`src/hw/rtl/ntt4b_pkg.sv`:
```
package ntt4b_pkg;

  // widths of the stream fields
  localparam int unsigned COEF_W = 15;
  localparam int unsigned MU_W = 31;
  localparam int unsigned WORD_W = 32;
  localparam int unsigned LANES = 4;
  localparam int unsigned IN_DATA_W = 200;
  localparam int unsigned OUT_DATA_W = 64;

  // modulus after reset
  localparam logic [COEF_W-1:0] MOD_RESET = 15'd12289;

  // internal arithmetic is 32-bit two's complement, wrapping
  typedef logic [WORD_W-1:0] word_t;

  // per-item side information that travels next to the coefficients
  typedef struct packed {
    logic op;
    logic signed [COEF_W-1:0] w_outer;
    logic signed [COEF_W-1:0] w_left;
    logic signed [COEF_W-1:0] w_right;
    logic signed [MU_W-1:0] mu_outer;
    logic signed [MU_W-1:0] mu_left;
    logic signed [MU_W-1:0] mu_right;
  } ctx_t;

  // op codes
  localparam logic OP_FORWARD = 1'b0;
  localparam logic OP_INVERSE = 1'b1;

  // sign extension of a coefficient to a word
  function automatic word_t sext_coef(input logic [COEF_W-1:0] x);
    return {{(WORD_W-COEF_W){x[COEF_W-1]}}, x};
  endfunction

  // half of the modulus as a word
  function automatic word_t half_mod(input logic [COEF_W-1:0] m);
    return {{(WORD_W-COEF_W+1){1'b0}}, m[COEF_W-1:1]};
  endfunction

  // modulus as a word
  function automatic word_t full_mod(input logic [COEF_W-1:0] m);
    return {{(WORD_W-COEF_W){1'b0}}, m};
  endfunction

  // signed test r > P/2
  function automatic logic above_half(input word_t r, input logic [COEF_W-1:0] m);
    return $signed(r) > $signed(half_mod(m));
  endfunction

endpackage

```
`src/hw/rtl/ntt4b_bfly.sv`:
```
module ntt4b_bfly (
  input  logic                         clk,
  input  logic                         en,
  input  logic [ntt4b_pkg::COEF_W-1:0] modulus,
  input  ntt4b_pkg::word_t             x,
  input  ntt4b_pkg::word_t             y,
  output ntt4b_pkg::word_t             sum,
  output ntt4b_pkg::word_t             diff
);

  ntt4b_pkg::word_t s_raw;
  ntt4b_pkg::word_t d_raw;
  ntt4b_pkg::word_t s_next;
  ntt4b_pkg::word_t d_next;

  // modular add and subtract, one correction above P/2
  always_comb begin
    s_raw = x + y;
    d_raw = x - y + ntt4b_pkg::full_mod(modulus);
    s_next = ntt4b_pkg::above_half(s_raw, modulus)
           ? s_raw - ntt4b_pkg::full_mod(modulus) : s_raw;
    d_next = ntt4b_pkg::above_half(d_raw, modulus)
           ? d_raw - ntt4b_pkg::full_mod(modulus) : d_raw;
  end

  always_ff @(posedge clk) begin
    if (en) begin
      sum <= s_next;
      diff <= d_next;
    end
  end

endmodule

```
`config.mk`:
```
export PLATFORM = sky130hd
export DESIGN_NAME = ntt4b_bfly
export DESIGN_NICKNAME = d
export VERILOG_FILES = /design/src/hw/rtl/ntt4b_pkg.sv /design/src/hw/rtl/ntt4b_bfly.sv
export SDC_FILE = /design/constraint.sdc
export NUM_CORES = 1
export LEC_CHECK = 0
export ABC_AREA = 0
export ABC_CLOCK_PERIOD_IN_PS = 8600
export BUFFER_PORTS_ARGS = -buffer_cell sky130_fd_sc_hd__buf_2
export CORE_MARGIN = 2
export CORE_UTILIZATION = 45
export CTS_CLUSTER_DIAMETER = 120
export DETAILED_ROUTE_END_ITERATION = 8
export PLACE_DENSITY = 0.64
export REMOVE_ABC_BUFFERS = 1
export SETUP_SLACK_MARGIN = 0.2
export SYNTH_ARGS = -nofsm -noshare
export SYNTH_HDL_FRONTEND = slang
export SYNTH_SLANG_ARGS = --single-unit
```
`constraint.sdc`:
```
create_clock -name clk -period 8.6 [get_ports clk]
set_clock_uncertainty 0.2 [all_clocks]
set_input_delay 0.86 -clock clk [delete_from_list [all_inputs] [get_ports clk]]
set_output_delay 0.86 -clock clk [all_outputs]
set_load 0.005 [all_outputs]
```
* After elaboration in Yosys (flattened, before gate mapping)
Cells that the tools add are included.
** Word-level totals
- Bits in latches :: 0
- RAM bits :: 0
- Bits of input ports :: 81
- Register bits after elaboration :: 64
- Memories :: 0
- Memory bits (read-only) :: 0
- Word-level logic and storage cells :: 11
- Output and inout bits :: 64
** Operators by class
- $lt $le $gt $ge :: 2
- Bitwise logic cells :: 0
- Add/sub/neg operators :: 5
- Reductions and logical operators :: 0
- Shift operators :: 0
- Div/mod/pow operators :: 0
- Mux-type cells :: 2
- $mul :: 0
- Equal/unequal tests :: 0
** Operator list (count)
- 32-bit by 15-bit > comparator with 1-bit output :: 2
- 32-bit 2-to-1 mux :: 2
- 32-bit by 15-bit subtractor with 32-bit output :: 2
- 32-bit by 15-bit adder with 32-bit output :: 1
- 32-bit adder :: 1
- 32-bit subtractor :: 1

* Longest topological paths before layout
- Word-level depth :: 4
- Gate-level depth with buffers :: 24
- Depth with buffers taken out :: 22

* Worst setup path before layout
OpenSTA, ideal clock, no wires.
- Kind :: input -> register
- Start :: input modulus[1] in the netlist's numbering
- End :: register diff[6] (data pin)
- Setup slack :: 2.959 ns
- Data arrival time :: 5.179 ns
- Stages on the path :: 18
- Path buffers :: 1
- Data required time :: 8.138 ns
- Setup time :: 0.262 ns
- Cells stage by stage :: inv_1 -> fa_1 -> fa_1 -> nand2b_1 -> a21oi_1 -> o211ai_2 -> nor2b_1 -> o21ai_0 -> xor2_1 -> ha_1 -> nand2_1 -> or4_1 -> o21ai_0 -> o21bai_1 -> or3_1 -> o41ai_4 -> buf_6 -> mux2_1
** On the way
- Word-level cells in the longest chain between the ends :: 3
- Elaborated cells on any way between the ends :: 4
- Those cells by class :: add/sub: 2; order compare: 1; mux: 1
** Ends and longest elaborated chain
- start, declared :: RTL line ntt4b_bfly.sv:4 : input logic [ntt4b_pkg::COEF_W-1:0] modulus,
- 32-bit by 15-bit adder with 32-bit output :: RTL line ntt4b_bfly.sv:19 : d_raw = x - y + ntt4b_pkg::full_mod(modulus);
- 32-bit by 15-bit subtractor with 32-bit output / 32-bit by 15-bit > comparator with 1-bit output (equally long branches) :: RTL line ntt4b_bfly.sv:23, ntt4b_pkg.sv:49
- 32-bit 2-to-1 mux (*) :: RTL line ntt4b_bfly.sv:23 : ? d_raw - ntt4b_pkg::full_mod(modulus) : d_raw;
- net d_next[6] :: RTL line ntt4b_bfly.sv:14 : ntt4b_pkg::word_t d_next;
- end signal, assigned :: RTL line ntt4b_bfly.sv:29 : diff <= d_next;
- end, declared :: RTL line ntt4b_bfly.sv:8 : output ntt4b_pkg::word_t diff
Mark *: on every way through the listed nets, which the timed path passes. The rest lies on a longest branch.
A chain may end at the register's enable or synchronous reset.

* Final worst setup path
- Start :: input modulus[1] in the netlist's numbering
- End :: register diff[1] (data pin)
Same word-level chain as after synthesis.

==> run metrics <==
status=finished, final reports clean; placed cell count=1465; via count=8169; Synth-to-Final Area Change=13.7%; Leakage=between 4 and 5 nW; crit path max fanout=21; highest-delay cell along the critical path=o41ai_4; Synth Flop Type=edfxtp_1; # rows=between 50 and 60; Avg Cell Area, Syn=just under 9 µm²; GRT Overall Usage=0.217; Worst VDD drop=around 0.000095 V; largest family of logic cells by synthesized area=adder cells; Core Util, Final=0.521; Synth Area in Compound Gates=0.211; Slowest Stage Delay on Critical Path=roughly 0.83 ns; mux cell area share after synthesis=0.0226; largest cells by area after synthesis=edfxtp_1, ha_1, xnor2_1; critical path, cell by cell=buf_2 > inv_1 > fa_1 > fa_1 > nand2b_1 > a21oi_1 > o211ai_2 > nor2b_1 > o21ai_0 > xor2_1 > ha_1 > nand2_1 > or4_1 > o21ai_0 > o21bai_1 > or3_1 > o41ai_4 > buf_4 > a21oi_1; Final setup viols=0; top cell type's share of synthesized area=0.207; I/O pin count=~150; number of global-route vias before repair=7676; largest net degree at the start of global routing=65; hold path depth=4; IO buf count=approximately 140; EDFF count, synth=between 60 and 70; CTS clock-pin slew for the worst setup and hold paths=0.06 ns; ys async rst share=0; number of detailed-route iterations in the first pass=5; Core Region=roughly 20000 µm²; sequential share of the synthesized area=0.207; root buf cell=clkbuf_16; vias per inst=roughly 5.5; XOR/XNOR Fraction of Synth Area=0.102; post-CTS setup buffers=0; HP Class=input pin to flip-flop; top cells by count, synth=ha_1, inv_1, a21oi_1, nand2_1, edfxtp_1; Clock Sinks=between 60 and 70; first-pass GRT wire length=between 30000 and 40000 µm; Simple-Gate Fraction of Synth Area=0.179; CTS Hold Bufs=0; Nets=between 1000 and 1500; Power Density=between 200 and 250 nW/µm²; hold_sp=modulus[0]; slew margin rel.=0.315; Die Y-Extent=around 150 µm; die width=approximately 150 µm; Post-route DRC=0; worst path arrival time=between 6 and 7 ns; type of destination of the critical path=flip-flop; antenna cells=0; Critical Path RT=~8.5 ns; Hold EP=diff[0]; Max clock buf depth=2; worst-margin pin slew=roughly 1.0 ns; CP Buf/Inv Count=3; Starting Density=0.459; Post-Layout Cell Count=1481; unrepaired setup endpoints after global routing=no; CTS H-tree lvls=3; CP Launch Type=input pin; fraction of layout cells with a size suffix above 1=0.171; mean routed wirelength per cell=approximately 16 µm; CTS buffer count=9; Synth Register Bits=64; Mapped Cells=1070; Yosys top cell by area=edfxtp_1; Max Slew Vio Count=0; most frequent cell after synthesis=ha_1; routed wire length=between 20000 and 25000 µm; die footprint=21800 µm²; post-cts resize count=0; CP Class=input pin to flip-flop; Final min period=~6.1 ns; Peak Freq=0.163 GHz; Adder-Cell Fraction of Synth Area=0.224; Period Utilization, post-route=0.713; family with the most delay on the worst path=compound AO/OA/AOI/OAI gates; initial DRC count=~460; Synth Cell Area=about 9300 µm²; final hold slack=between 0.8 and 0.9 ns; number of distinct library cells after synthesis=79; Setup TNS=0 ns; Final Hold Vio Count=0; grt total ovfl=0; initial antenna violation count=0; Post-DP HPWL=19600 µm; Final ANT Viol Nets=0; RePlAce Congestion=0.948; CTS tree=yes; yosys warns=0; Tot Pwr=2.18 mW; max-cap check violation count=0
==> tightest hold or removal path: stages <==
cell,delay (ns)
buf_2,0.11
ha_1,0.17
nand2_1,0.07
o21ai_2,0.05
==> through the flow <==
stage          worst slack, ns  instance area (µm²)
6_report                  2.47                10600
2_1_floorplan             2.07                 9150
3_5_place_dp              2.06                10200
3_3_place_gp              2.19                10200
4_1_cts                   2.40                10600
5_1_grt                   2.00                10600
==> kinds of logic (layout without fill, tap and decap cells) <==
group,after synthesis,in the layout
mux,19,19
buf+inv,123,264
simple gates,313,313
xor+xnor,108,108
fa+ha+maj,155,155
flops,64,64
compound gates,288,288
==> routing by layer <==
layer	vias to the layer above	routed length, µm	part of all wire	track usage
li1	4196	-	-	-
met1	3788	11600	0.49	0.304
met2	159	10900	0.46	0.356
met3	26	711	0.030	0.0198
met4	0	483	0.020	0.0697
met5	-	0	0	0
==> power by group <==
group | leakage [nW] | switching (mW) | internal (mW)
registers | 0.626 | 0.0186 | 0.475
logic | 4.11 | 0.736 | 0.560
clock network | 0.146 | 0.140 | 0.252
==> cells in the final DEF (no fill, tap or decap), drive strengths merged, types with 6 or more instances in the layout <==
cell type	count
and2	8
nor2b	18
nor2	58
a211oi	13
a21oi	83
and3	13
ha	137
xor2	46
o21ai	66
a31oi	11
o211ai	10
clkbuf	10
fa	18
a21o	34
inv	100
buf	148
xnor2	62
nand2	72
nor4	13
and4	6
o31ai	10
nand3b	7
or2	7
nand3	23
mux2	16
edfxtp	64
o21bai	10
o21a	7
nand4	17
or3	12
nand2b	14
nor3	24
==> area by class of cell <==
| cell class | instances | area [µm²] |
|---|---|---|
| Sequential cell | 64 | 1920 |
| Inverter | 100 | 375 |
| Fill cell | 1945 | 9680 |
| Clock buffer | 10 | 229 |
| Tap cell | 270 | 338 |
| Timing Repair Buffer | 148 | 751 |
| Multi-Input combinational cell | 883 | 6850 |
| Clock inverter | 6 | 83.8 |
==> worst max path at each step <==
stage               slack, ns  cells past startpoint      end  startpoint
CTS                      2.40                     19  diff[1]  modulus[1]
finish                   2.47                     19  diff[1]  modulus[1]
detailed placement       2.06                     19  diff[1]  modulus[1]
global route             2.00                     19  diff[1]  modulus[1]
floorplan                2.07                     17  diff[6]  modulus[1]
global placement         2.19                     19  diff[1]  modulus[1]
==> state kept, by name, indices dropped and copies added (netlist names) <==
register,cells
diff,32
sum,32
Note: power is estimated with default switching activity, not from simulation.
