File: src/hw/rtl/ntt4b_pkg.sv
package ntt4b_pkg;

  // widths of the stream fields
  localparam int unsigned COEF_W = 15;
  localparam int unsigned MU_W = 31;
  localparam int unsigned WORD_W = 32;
  localparam int unsigned LANES = 4;
  localparam int unsigned IN_DATA_W = 200;
  localparam int unsigned OUT_DATA_W = 64;

  // modulus after reset
  localparam logic [COEF_W-1:0] MOD_RESET = 15'd12289;

  // internal arithmetic is 32-bit two's complement, wrapping
  typedef logic [WORD_W-1:0] word_t;

  // per-item side information that travels next to the coefficients
  typedef struct packed {
    logic op;
    logic signed [COEF_W-1:0] w_outer;
    logic signed [COEF_W-1:0] w_left;
    logic signed [COEF_W-1:0] w_right;
    logic signed [MU_W-1:0] mu_outer;
    logic signed [MU_W-1:0] mu_left;
    logic signed [MU_W-1:0] mu_right;
  } ctx_t;

  // op codes
  localparam logic OP_FORWARD = 1'b0;
  localparam logic OP_INVERSE = 1'b1;

  // sign extension of a coefficient to a word
  function automatic word_t sext_coef(input logic [COEF_W-1:0] x);
    return {{(WORD_W-COEF_W){x[COEF_W-1]}}, x};
  endfunction

  // half of the modulus as a word
  function automatic word_t half_mod(input logic [COEF_W-1:0] m);
    return {{(WORD_W-COEF_W+1){1'b0}}, m[COEF_W-1:1]};
  endfunction

  // modulus as a word
  function automatic word_t full_mod(input logic [COEF_W-1:0] m);
    return {{(WORD_W-COEF_W){1'b0}}, m};
  endfunction

  // signed test r > P/2
  function automatic logic above_half(input word_t r, input logic [COEF_W-1:0] m);
    return $signed(r) > $signed(half_mod(m));
  endfunction

endpackage

File: src/hw/rtl/ntt4b_out_buf.sv
module ntt4b_out_buf (
  input  logic                             clk,
  input  logic                             rst,
  input  logic                             push,
  input  logic [ntt4b_pkg::OUT_DATA_W-1:0] push_data,
  output logic                             ready,
  output logic                             tvalid,
  input  logic                             tready,
  output logic [ntt4b_pkg::OUT_DATA_W-1:0] tdata
);

  logic                             skid_valid;
  logic [ntt4b_pkg::OUT_DATA_W-1:0] skid_data;
  logic                             pop;

  // the pipeline moves only while the skid entry is free
  assign ready = !skid_valid;
  assign pop = tvalid && tready;

  // valid flags
  always_ff @(posedge clk) begin
    if (rst) begin
      tvalid <= 1'b0;
      skid_valid <= 1'b0;
    end else if (skid_valid) begin
      if (pop) begin
        skid_valid <= 1'b0;
      end
    end else if (push) begin
      if (tvalid && !pop) begin
        skid_valid <= 1'b1;
      end else begin
        tvalid <= 1'b1;
      end
    end else if (pop) begin
      tvalid <= 1'b0;
    end
  end

  // payload
  always_ff @(posedge clk) begin
    if (skid_valid) begin
      if (pop) begin
        tdata <= skid_data;
      end
    end else if (push) begin
      if (tvalid && !pop) begin
        skid_data <= push_data;
      end else begin
        tdata <= push_data;
      end
    end
  end

  a_skid_behind_out: assert property (@(posedge clk) disable iff (rst)
    skid_valid |-> tvalid)
    else $error("skid entry held while output register is empty");

  a_drain_empties: assert property (@(posedge clk) disable iff (rst)
    (pop && !skid_valid && !push) |=> !tvalid)
    else $error("output stays valid after its transfer with nothing behind it");

  a_skid_moves_up: assert property (@(posedge clk) disable iff (rst)
    (skid_valid && pop) |=> (tvalid && !skid_valid))
    else $error("skid entry not moved into the output register");

endmodule

File: config.mk
export PLATFORM = sky130hd
export DESIGN_NAME = ntt4b_out_buf
export DESIGN_NICKNAME = d
export VERILOG_FILES = /design/src/hw/rtl/ntt4b_pkg.sv /design/src/hw/rtl/ntt4b_out_buf.sv
export SDC_FILE = /design/constraint.sdc
export NUM_CORES = 1
export LEC_CHECK = 0
export BUFFER_PORTS_ARGS = -buffer_cell sky130_fd_sc_hd__buf_2
export CAP_MARGIN = 20
export CORE_UTILIZATION = 40
export CTS_CLUSTER_DIAMETER = 50
export CTS_CLUSTER_SIZE = 8
export DETAILED_ROUTE_END_ITERATION = 6
export PLACE_DENSITY = 0.66
export SLEW_MARGIN = 0
export SYNTH_ARGS = -nofsm -noshare
export SYNTH_HDL_FRONTEND = slang
export SYNTH_SLANG_ARGS = --single-unit
File: constraint.sdc
create_clock -name clk -period 4.5 [get_ports clk]
set_input_delay 0.675 -clock clk [delete_from_list [all_inputs] [get_ports clk]]
set_output_delay 0.675 -clock clk [all_outputs]
set_load 0.005 [all_outputs]
# After elaboration in Yosys (flattened, before gate mapping)
# Index checks and enable logic that the tools add are counted.
[word_totals]
reg_bits = 130
inputBits = 68
out_inout_bits = 66
wordCells = 28
[classes]
n_eq_ne = 3
mux = 11
n_bitwise = 1
n_reduce_logical = 9
[ops]
columns = ["cell", "count"]
rows = [
  ["64-bit 2-to-1 mux", 4],
  ["3-bit AND reduction", 3],
  ["1-bit 2-to-1 mux", 7],
  ["2-bit inequality test, second input constant", 2],
  ["2-bit nonzero test", 2],
  ["1-bit logical AND", 2],
  ["1-bit logical NOT", 2],
  ["2-bit by 1-bit inequality test with 1-bit output, second input constant", 1],
  ["1-bit NOT", 1],
]

# Logic depth before layout (Yosys ltp)
[logic_depth]
word_depth = 6
mapped_depth = 5
mapped_depth_nobuf = 2

# Least setup slack after synthesis
# Ideal clock, no wire load.
[synth_path]
kind = "reg-to-reg"
from = "register skid_valid"
to = "register tdata[0] (netlist bit), enable pin"
setup_ns = 0.507
arrival_ns = 3.918
t_required_ns = 3.993
path_slack_ns = 0.074
path_stages_with_launch = 6
path_buffers = 3
synth_period_minus_slack_ns = 4.426
cell_sequence = "dfxtp_1 buf_6 buf_8 buf_8 mux2i_1 a21oi_1"
[synth_between]
elab_chain_len = 2
word_cells_on_any_way = 4
classes_between = "2 x eq/ne; 2 x reduce/logical"
[synth_rtl]
columns = ["element", "line", "rtl"]
rows = [
  ["from (decl)", "ntt4b_out_buf.sv:12", "logic skid_valid;"],
  ["from (signal assigned)", "ntt4b_out_buf.sv:24", "skid_valid <= 1'b0;"],
  ["from (signal assigned)", "ntt4b_out_buf.sv:27", "skid_valid <= 1'b0;"],
  ["from (signal assigned)", "ntt4b_out_buf.sv:31", "skid_valid <= 1'b1;"],
  ["2-bit by 1-bit inequality test with 1-bit output (no line) (tied with other cells)", "--", ""],
  ["3-bit AND reduction (no line) (*)", "--", ""],
  ["to (signal assigned)", "ntt4b_out_buf.sv:44", "tdata <= skid_data;"],
  ["to (signal assigned)", "ntt4b_out_buf.sv:50", "tdata <= push_data;"],
  ["to (decl)", "ntt4b_out_buf.sv:9", "output logic [ntt4b_pkg::OUT_DATA_W-1:0] tdata"],
]
# Mark *: on every way between the ends. The rest lies on a longest branch, timed or not.
# A chain may end at the register's enable or synchronous reset.

# Worst setup path in the final report
[layout_path]
from = "register skid_valid"
to = "register tdata[20] (netlist bit), enable pin"
# Same word-level chain as after synthesis.

==> run_results.csv <==
group,metric,value,unit
timing,slew_headroom,37.09,%
detailed_routing,wl,7.921,mm
critical_path,cpLargestDelayFamily,"flip-flops",
clock_tree,worstSkewPairLatency,0.40,ns
place,port_buffers,133,
floorplanning,rows,39,
critical_path,worstPathCellList,"mux2i_1 -> a21oi_4 -> buf_4",
run,maxCapViolations,0,
floorplanning,die_area,0.01237,mm^2
layout,diodes,0,
synth,yosys_warnings,0,
global_routing,grt_pass1_wl,12.82,mm
global_routing,grt_pass1_vias,2542,
synth,ys_seq_area_share,81.36,%
timing,hold_violations,0,
synth,ys_ff_latch,130,
clock_tree,cts-buffers-inserted,17,
clock_tree,post_cts.repair.setup_buffers,0,
synth,muxShareOfSynthArea,15.86,%
synth,synth_compound_area_share,0.7077,%
global_routing,grt_overflow_total,0,
detailed_routing,routed_via_density,4.694,
critical_path,crit_type,"register to register",
critical_path,crit_buf_inv,1,
clock_tree,path_clk_slew,0.05,ns
timing,worst_pin_slew,0.9437,ns
clock_tree,cts_root_buf,"clkbuf_16",
floorplanning,fp.dieH,111.2,um
critical_path,cp_slowest_cell,"dfxtp_4",
pwr,irDropWorstVdd,0.0002909,V
clock_tree,cts_tree,"yes",
synth,syn-cell-area,0.004773,mm^2
timing,grt_setup_unrepaired,"no",
timing,setup-tns-final,0,ns
detailed_routing,vias,2408,
timing,setup_violations,0,
layout,drive_above_1_share,60.54,%
synth,synth-simple-area-share,0.4456,%
floorplanning,die_x,111.2,um
synth,syn_nets,281,
timing,whs,0.4606,ns
detailed_routing,ant_nets,0,
layout,area_growth,26.97,%
synth,syn_inst,213,
critical_path,crit_fanout,69,
timing,final_max_slew_viol_count,0,
pwr,leakage,0.002273,uW
synth,ys_types,15,
detailed_routing,drc,16,
floorplanning,initial_core_util,41.45,%
critical_path,max_stage_delay,0.97,ns
clock_tree,cts_hold_buf,0,
worst_hold_path,hold_path.class,"input port to register",
clock_tree,clockBufferDepth,2,
global_routing,antenna_found_initial,0,
synth,synth.avg_cell_area,22.41,um^2
floorplanning,core,0.01152,mm^2
critical_path,startpoint_type,"register",
place,globalplace.congestion,0.7055,
critical_path,crit_arrival,2.51,ns
layout,finish.net_count,426,
clock_tree,htreeDepth,4,
pwr,powerDensity,457.6,mW/mm^2
run_status,status,"finished with violations",
timing,skew,0.005188,ns
timing,fin_crit,2.486,ns
place,dp.final_hpwl,4.871,mm
floorplanning,io_pins,134,
global_routing,grtUsageTotal,14.01,%
critical_path,end_kind,"register",
synth,synth_top_family_by_area,"multiplexers",
detailed_routing,drtIter0Drc,113,
detailed_routing,wl_per_cell,15.44,um
global_routing,grt_max_degree,70,
detailed_routing,first_pass_iters,7,
clock_tree,cts_resized,0,
clock_tree,cts_sinks,130,
run_status,violations,"design-rule violations",
synth,synth-xor-area-share,0,%
critical_path,required,4.52,ns
synth,synth_adder_area_share,0,%
timing,fmax,402.2,MHz
timing,fin_crit_sh,55.25,%
## kinds of logic (layout without fill, tap and decap cells)
family          Yosys count  in the layout
buf+inv                  11            168
mux                      65             65
flops                   130            130
compound gates            4              4
simple gates              3              3
## final timing paths
kind                                    start  cells past startpoint  slack, ns             to
worst max-delay path               skid_valid                      3       2.01      tdata[20]
worst min-delay path            push_data[47]                      1       0.46  skid_data[47]
worst min register to register  skid_data[51]                      1       0.54      tdata[51]
worst max register to register     skid_valid                      3       2.01      tdata[20]
## report_power, final
group / total (uW) / internal (uW) / leakage [uW] / switching (uW)
sequential: 1450 / 1420 / 0.00122 / 32.2
clock: 1130 / 681 / 0.000242 / 448
combinational: 191 / 104 / 0.000815 / 86.8
## placed cells by master, fill, tap and decap left out
| cell type | instances |
|---|---|
| buf_2 | 133 |
| edfxtp_1 | 128 |
| mux2_2 | 57 |
| clkbuf_16 | 17 |
| mux2_4 | 7 |
| clkinv_1 | 6 |
| clkinv_2 | 5 |
| inv_1 | 3 |
| clkbuf_1 | 3 |
| mux2i_1 | 1 |
| a21oi_4 | 1 |
| and4_4 | 1 |
| a21oi_1 | 1 |
| a211oi_1 | 1 |
| nor2b_1 | 1 |
| nand2b_1 | 1 |
| o32ai_2 | 1 |
| buf_4 | 1 |
| dfxtp_4 | 1 |
| dfxtp_1 | 1 |
## cells in the mapped netlist
master	instances	area share [%]
buf_6	1	0.24
nor2b_1	1	0.13
nand2b_1	1	0.13
mux2_4	7	2.2
o32ai_2	1	0.34
mux2_2	57	13
and4_1	1	0.18
a21oi_1	2	0.21
inv_1	3	0.24
a211oi_1	1	0.16
mux2i_1	1	0.21
buf_2	5	0.52
dfxtp_1	2	0.84
buf_8	2	0.63
edfxtp_1	128	81
## stage by stage
| step | cell area (um^2) | std cells | power, uW | utilization [%] | setup WS, ns |
|---|---|---|---|---|---|
| 2_1_floorplan | 4773 | 213 | 1571 | - | 0.07440 |
| 3_3_place_gp | 5577 | 482 | 1667 | 48.42 | 2.022 |
| 3_5_place_dp | 5577 | 482 | 1674 | 48.42 | 1.933 |
| 4_1_cts | 6061 | 513 | 2812 | 52.63 | 1.929 |
| 5_1_grt | 6061 | 513 | 2878 | 52.63 | 1.754 |
| 6_report | 6061 | 513 | 2773 | 52.63 | 2.014 |
## registers in the layout, summed over array words and instances (netlist names)
register,flops
skid_valid,1
tvalid,1
skid_data,64
tdata,64
## layer usage
metal  track usage [%]  vias to the layer above  part of all wire [%]  wire length, um
li1                  -                     1145                     -                -
met1             17.15                     1158                    44             3486
met2             21.00                       93                    47             3702
met3             5.577                       12                   7.5              594
met4             8.108                        0                   1.7              137
met5                 0                        -                     0                0
## final cells by class
class	count	area (um^2)
flip-flops and latches	130	3887
repair buffers	134	673.1
clock buffers	20	436.7
fillers	983	5455
multi-input cells	72	825.8
clock inverters	11	47.55
well taps	143	178.9
inverters	3	11.26
Power figures use the tool's default switching activity.
