[config.mk]
export PLATFORM = sky130hd
export DESIGN_NAME = ntt4b_bmul
export DESIGN_NICKNAME = d
export VERILOG_FILES = /design/src/hw/rtl/ntt4b_pkg.sv /design/src/hw/rtl/ntt4b_bmul.sv
export SDC_FILE = /design/constraint.sdc
export NUM_CORES = 2
export LEC_CHECK = 0
export BUFFER_PORTS_ARGS = -buffer_cell sky130_fd_sc_hd__buf_2
export CAP_MARGIN = 20
export CELL_PAD_IN_SITES_DETAIL_PLACEMENT = 1
export CELL_PAD_IN_SITES_GLOBAL_PLACEMENT = 1
export CORE_MARGIN = 5
export CORE_UTILIZATION = 53
export CTS_BUF_LIST = sky130_fd_sc_hd__clkbuf_4
export CTS_CLUSTER_SIZE = 12
export DETAILED_ROUTE_END_ITERATION = 8
export GPL_ROUTABILITY_DRIVEN = 0
export PLACE_DENSITY = 0.95
export SETUP_SLACK_MARGIN = 0.2
export SLEW_MARGIN = 20
export SYNTH_ARGS = -nofsm -noshare
export SYNTH_HDL_FRONTEND = slang
export SYNTH_SLANG_ARGS = --single-unit
[constraint.sdc]
create_clock -name clk -period 12.2 [get_ports clk]
set_clock_uncertainty 0.1 [all_clocks]
set_input_delay 2.44 -clock clk [delete_from_list [all_inputs] [get_ports clk]]
set_output_delay 2.44 -clock clk [all_outputs]
set_load 0.005 [all_outputs]
[src/hw/rtl/ntt4b_pkg.sv]
package ntt4b_pkg;

  // widths of the stream fields
  localparam int unsigned COEF_W = 15;
  localparam int unsigned MU_W = 31;
  localparam int unsigned WORD_W = 32;
  localparam int unsigned LANES = 4;
  localparam int unsigned IN_DATA_W = 200;
  localparam int unsigned OUT_DATA_W = 64;

  // modulus after reset
  localparam logic [COEF_W-1:0] MOD_RESET = 15'd12289;

  // internal arithmetic is 32-bit two's complement, wrapping
  typedef logic [WORD_W-1:0] word_t;

  // per-item side information that travels next to the coefficients
  typedef struct packed {
    logic op;
    logic signed [COEF_W-1:0] w_outer;
    logic signed [COEF_W-1:0] w_left;
    logic signed [COEF_W-1:0] w_right;
    logic signed [MU_W-1:0] mu_outer;
    logic signed [MU_W-1:0] mu_left;
    logic signed [MU_W-1:0] mu_right;
  } ctx_t;

  // op codes
  localparam logic OP_FORWARD = 1'b0;
  localparam logic OP_INVERSE = 1'b1;

  // sign extension of a coefficient to a word
  function automatic word_t sext_coef(input logic [COEF_W-1:0] x);
    return {{(WORD_W-COEF_W){x[COEF_W-1]}}, x};
  endfunction

  // half of the modulus as a word
  function automatic word_t half_mod(input logic [COEF_W-1:0] m);
    return {{(WORD_W-COEF_W+1){1'b0}}, m[COEF_W-1:1]};
  endfunction

  // modulus as a word
  function automatic word_t full_mod(input logic [COEF_W-1:0] m);
    return {{(WORD_W-COEF_W){1'b0}}, m};
  endfunction

  // signed test r > P/2
  function automatic logic above_half(input word_t r, input logic [COEF_W-1:0] m);
    return $signed(r) > $signed(half_mod(m));
  endfunction

endpackage

[src/hw/rtl/ntt4b_bmul.sv]
module ntt4b_bmul (
  input  logic                              clk,
  input  logic                              en,
  input  logic                              bypass,
  input  logic [ntt4b_pkg::COEF_W-1:0]      modulus,
  input  ntt4b_pkg::word_t                  a,
  input  logic signed [ntt4b_pkg::COEF_W-1:0] b,
  input  logic signed [ntt4b_pkg::MU_W-1:0]   mu,
  output ntt4b_pkg::word_t                  r
);

  logic signed [ntt4b_pkg::WORD_W-1:0]   a_s;
  logic signed [ntt4b_pkg::WORD_W-1:0]   mu2_s;
  logic signed [2*ntt4b_pkg::WORD_W-1:0] wide_prod;
  ntt4b_pkg::word_t                      low_prod;
  ntt4b_pkg::word_t                      z1;
  ntt4b_pkg::word_t                      hi1;
  ntt4b_pkg::word_t                      a1;
  logic                                  byp1;
  ntt4b_pkg::word_t                      r2;
  ntt4b_pkg::word_t                      a2;
  logic                                  byp2;
  ntt4b_pkg::word_t                      r_hi;
  ntt4b_pkg::word_t                      r_lo;

  // both products of the first step
  assign a_s = $signed(a);
  assign mu2_s = $signed({mu, 1'b0});
  assign wide_prod = a_s * mu2_s;
  assign low_prod = a * ntt4b_pkg::sext_coef(b);

  always_ff @(posedge clk) begin
    if (en) begin
      z1 <= low_prod;
      hi1 <= wide_prod[2*ntt4b_pkg::WORD_W-1:ntt4b_pkg::WORD_W];
      a1 <= a;
      byp1 <= bypass;
    end
  end

  // quotient estimate times modulus, taken off the product
  always_ff @(posedge clk) begin
    if (en) begin
      r2 <= z1 - hi1 * ntt4b_pkg::full_mod(modulus);
      a2 <= a1;
      byp2 <= byp1;
    end
  end

  // upper then lower correction toward the centered range
  always_comb begin
    r_hi = ntt4b_pkg::above_half(r2, modulus) ? r2 - ntt4b_pkg::full_mod(modulus) : r2;
    r_lo = ($signed(32'd0 - ntt4b_pkg::half_mod(modulus)) > $signed(r_hi))
         ? r_hi + ntt4b_pkg::full_mod(modulus) : r_hi;
  end

  always_ff @(posedge clk) begin
    if (en) begin
      r <= byp2 ? a2 : r_lo;
    end
  end

endmodule

# Word level (Yosys, flattened, before mapping)
# Cells that the tools add are included.
[word_totals]
regBits = 194
latch_bits = 0
ram_bits = 0
romBits = 0
input_bits = 96
word_cells = 20
mem_count = 0
[op_classes]
addsub = 4
mul = 3
div = 0
order_cmp = 2
eq_ne = 0
shift = 0
n_mux = 3
n_bitwise = 0
n_reduce_logical = 0
[op_table]
columns = ["cell", "n"]
rows = [
  ["2-to-1 mux 32 bit", 3],
  ["multiplier 32 x 15 -> 32 bit", 2],
  ["multiplier 32 x 31 -> 63 bit", 1],
  ["adder 32 x 15 -> 32 bit", 1],
  ["> comparator 15 x 32 -> 1 bit", 1],
  ["> comparator 32 x 15 -> 1 bit", 1],
  ["subtractor 32 x 15 -> 32 bit", 1],
  ["subtractor 32 bit", 1],
  ["subtractor 1 x 14 -> 15 bit, first input constant", 1],
]

# Depth between registers and ports, before layout
[depth]
word_depth = 5
ltp_mapped = 30

# Worst setup path after synthesis
# Ideal clock, no wire load.
[synth_path]
path_type = "input -> register"
from = "in a[31]"
to = "reg hi1[31] (data pin)"
arrival_time_ns = 9.732
required_ns = 11.839
slack_ns = 2.107
path_stages = 29
path_buffers = 2
path_cell_list = "clkbuf_1 -> nand2_1 -> inv_1 -> fa_1 -> inv_1 -> fa_1 -> inv_1 -> fa_1 -> fa_1 -> inv_1 -> fa_1 -> inv_1 -> fa_1 -> fa_1 -> inv_1 -> fa_1 -> inv_1 -> ha_1 -> clkbuf_1 -> a21o_1 -> a21o_1 -> a21o_1 -> a21boi_0 -> o21ai_0 -> a21o_1 -> a21o_1 -> a31oi_1 -> o21ai_0 -> xnor2_1"
[synth_via]
elab_chain_len = 1
[synth_lines]
columns = ["element", "line", "text"]
rows = [
  ["start: declaration", "ntt4b_bmul.sv:6", "input ntt4b_pkg::word_t a,"],
  ["multiplier 32 x 31 -> 63 bit", "ntt4b_bmul.sv:29", "assign wide_prod = a_s * mu2_s;"],
  ["named net wide_prod, one bit", "ntt4b_bmul.sv:14", "logic signed [2*ntt4b_pkg::WORD_W-1:0] wide_prod;"],
  ["end signal: assignment", "ntt4b_bmul.sv:35", "hi1 <= wide_prod[2*ntt4b_pkg::WORD_W-1:ntt4b_pkg::WORD_W];"],
  ["end: declaration", "ntt4b_bmul.sv:17", "ntt4b_pkg::word_t hi1;"],
]
# The timed path passes the listed nets, and every way through them passes these cells.
# A chain may end at the register's enable or synchronous reset.

# Final worst setup path
[layout_path]
from = "in a[20]"
to = "reg hi1[19] (data pin)"
# The elaborated chain is that of the path after synthesis.

==> results.yml <==
timing:
  min_period_over_period: 1.12
  finalSetupTns_ns: -13.72
  final.min_clock_period_ns: 13.64
  setup_viol: 17
  hold_slack_ns: 0.342
  max_freq_mhz: 73.3
  final_max_slew_viol_count: 4
  hold_viol: 0
  setup_slack_ns: -1.44
  relSlewSlack: -0.699
  tightest_slew_ns: 2.52
grt:
  antenna_found_initial: 37
  grt_max_degree: 74
  use_met1: 0.425
  overflow: 0
  grt_pass1_vias: 66400
  busiest_layer: "met2"
  grt_pass1_wl_um: 407000
  grtUsageMet3: 0.141
  grt_usage: 0.405
  grt_use_met2: 0.651
clock_tree:
  cts_setup_buffers: 0
  h-tree-depth: 4
  clockBufferDepth: 2
  cts_tree: "done"
  clock_sinks: 194
  ctsResizeCount: 0
  cts-root-buf: "clkbuf_4"
  clkTransAtPathRegs_ns: 0.26
  cts_made_buffers: 17
  clock_latency_ns: 0.89
  ctsHoldBuffers: 0
run_status:
  violations: "max-capacitance violations, max-slew violations, negative setup slack"
  outcome: "complete, but fails checks"
setup_path:
  worstSetupPathType: "input port to register"
  critPathRequiredTime_ns: 12.77
  r2r_setup_slack_ns: 4.22
  crit_fanout: 29
  cp-start-kind: "input port"
  cp.arrival_ns: 14.20
  end_kind: "register"
synth:
  syn-num-nets: 9304
  yosysUniqueCellTypes: 76
  synth.avg_cell_area_um2: 9.48
  yosysTopAreaCell: "fa_1"
  ys_seq_elements: 194
  synthTopCellsByArea: "fa_1 (49%), inv_1 (9.3%), edfxtp_1 (8.6%)"
  synth_area_um2: 67700
  synthCells: 7140
  netlist.area_leader.share: 0.491
  yosysSeqAreaShare: 0.0861
  async_flop_share: 0
  synth_warnings: 0
  yosys_most_used_dff: "edfxtp_1"
  synth_edf_count: 194
min_path:
  hold_path.class: "register to register"
detailed_routing:
  wl_per_cell_um: 34.8
  drtIter0Drc: 8166
  firstDrtPassIters: 8
  avgViaCountPerCell: 6.75
  dr_total_vias: 58900
  remaining_drc_errors: 0
  finalWirelength_um: 304000
  ant_nets: 0
floorplan:
  die_h_um: 367
  start_util: 0.532
  core_area_um2: 127000
  die_w_um: 367
  die_area_um2: 135000
  num_rows: 131
  ioPinCount: 128
layout:
  drive_gt1_frac: 0.0396
  final_cells: 8725
  syn_to_final_growth_pct: 3.51
  layout.nets: 9169
placement:
  pre_cts_ws_ns: 0.438
  dpl.hpwl_um: 216000
  portBuffers: 127
  numPlacedInstances: 8647
flow_run:
  drv_cap: 1
## Yosys cell counts (all sizes together) (40+ instances only)
| cell type | number |
|---|---|
| and2 | 846 |
| a21oi | 139 |
| nor2 | 139 |
| nand2 | 952 |
| o21ai | 69 |
| inv | 1680 |
| fa | 1661 |
| xnor2 | 157 |
| nor3 | 40 |
| ha | 407 |
| xor2 | 41 |
| a21o | 75 |
| edfxtp | 194 |
| clkbuf | 352 |
## worst paths after layout
path,startpoint,endpoint,cells after the start
worst max-delay path,a[20],hi1[19]$_DFFE_PP_,26
worst min-delay path,a1[1]$_DFFE_PP_,a2[1]$_DFFE_PP_,0
worst max register to register,hi1[13]$_DFFE_PP_,r2[29]$_DFFE_PP_,21
worst min register to register,a1[1]$_DFFE_PP_,a2[1]$_DFFE_PP_,0
## per-stage QoR
step / cell area [um2] / util
after global placement: 69600 / 0.547
after CTS: 69900 / 0.550
after detailed placement: 69600 / 0.547
after floorplan: 67700 / -
final: 70100 / 0.551
after global routing: 70000 / 0.550
## placed cells by master, fill, tap and decap left out, types with 19 or more instances in the layout
cell      instances
buf_2           126
inv_1          1680
and2_1          846
ha_1            407
nand3_1          29
buf_4            81
nor2_1          138
nor3_1           40
edfxtp_1        194
a21oi_1         139
diode_2          45
xnor2_1         157
fa_1           1661
o21a_1           28
xor2_1           41
clkbuf_4         19
nand2_1         951
o21ai_0          64
a211oi_1         20
nand2b_1         25
o31ai_1          19
a21o_1           75
nor4_1           23
## state kept, by name, indices dropped and copies added (netlist names)
signal and flops:
a1 32, a2 32, byp1 1, byp2 1
hi1 32, r 32, r2 32, z1 32
## critical path, stage by stage
cell       delay, ns
buf_2           0.72
nand2_1         0.66
fa_1            0.86
inv_1           0.20
fa_1            0.48
ha_1            0.32
inv_1           0.08
fa_1            0.55
inv_1           0.14
fa_1            0.55
fa_1            0.50
fa_1            0.55
inv_1           0.06
fa_1            0.50
inv_1           0.07
ha_1            0.32
and3_1          0.24
and3_1          0.21
o2111ai_1       0.19
o211ai_1        0.19
o21ai_0         1.94
a21boi_0        0.64
o221ai_1        0.77
or2_2           0.38
nand2b_1        0.36
xor2_1          0.26
## cell type report
| cell class | instances | area, um2 |
|---|---|---|
| timing repair buffer | 209 | 1260 |
| tap | 1662 | 2080 |
| sequential | 194 | 5830 |
| fill | 14300 | 57100 |
| clock inverter | 14 | 163 |
| multi-input combinational | 4902 | 54200 |
| clock buffer | 18 | 135 |
| inverter | 1681 | 6310 |
| antenna | 45 | 113 |
## routing by layer
| metal | part of all wire | up-vias |
|---|---|---|
| met5 | 0.00061 | - |
| met4 | 0.13 | 16 |
| met3 | 0.15 | 3058 |
| met2 | 0.44 | 6392 |
| met1 | 0.29 | 28700 |
| li1 | - | 20700 |
## cell families after synthesis
family / share of synthesized area
XOR/XNOR: 0.0256
AND/OR/NAND/NOR: 0.158
flip-flops: 0.0861
AO/OA/AOI/OAI: 0.0452
buffers and inverters: 0.114
adder cells (fa/ha/maj): 0.567
multiplexers: 0.00470
Power is left out: the tool's default activity adds up to more than one toggle a clock period on the data nets, which glitch-free logic cannot reach.
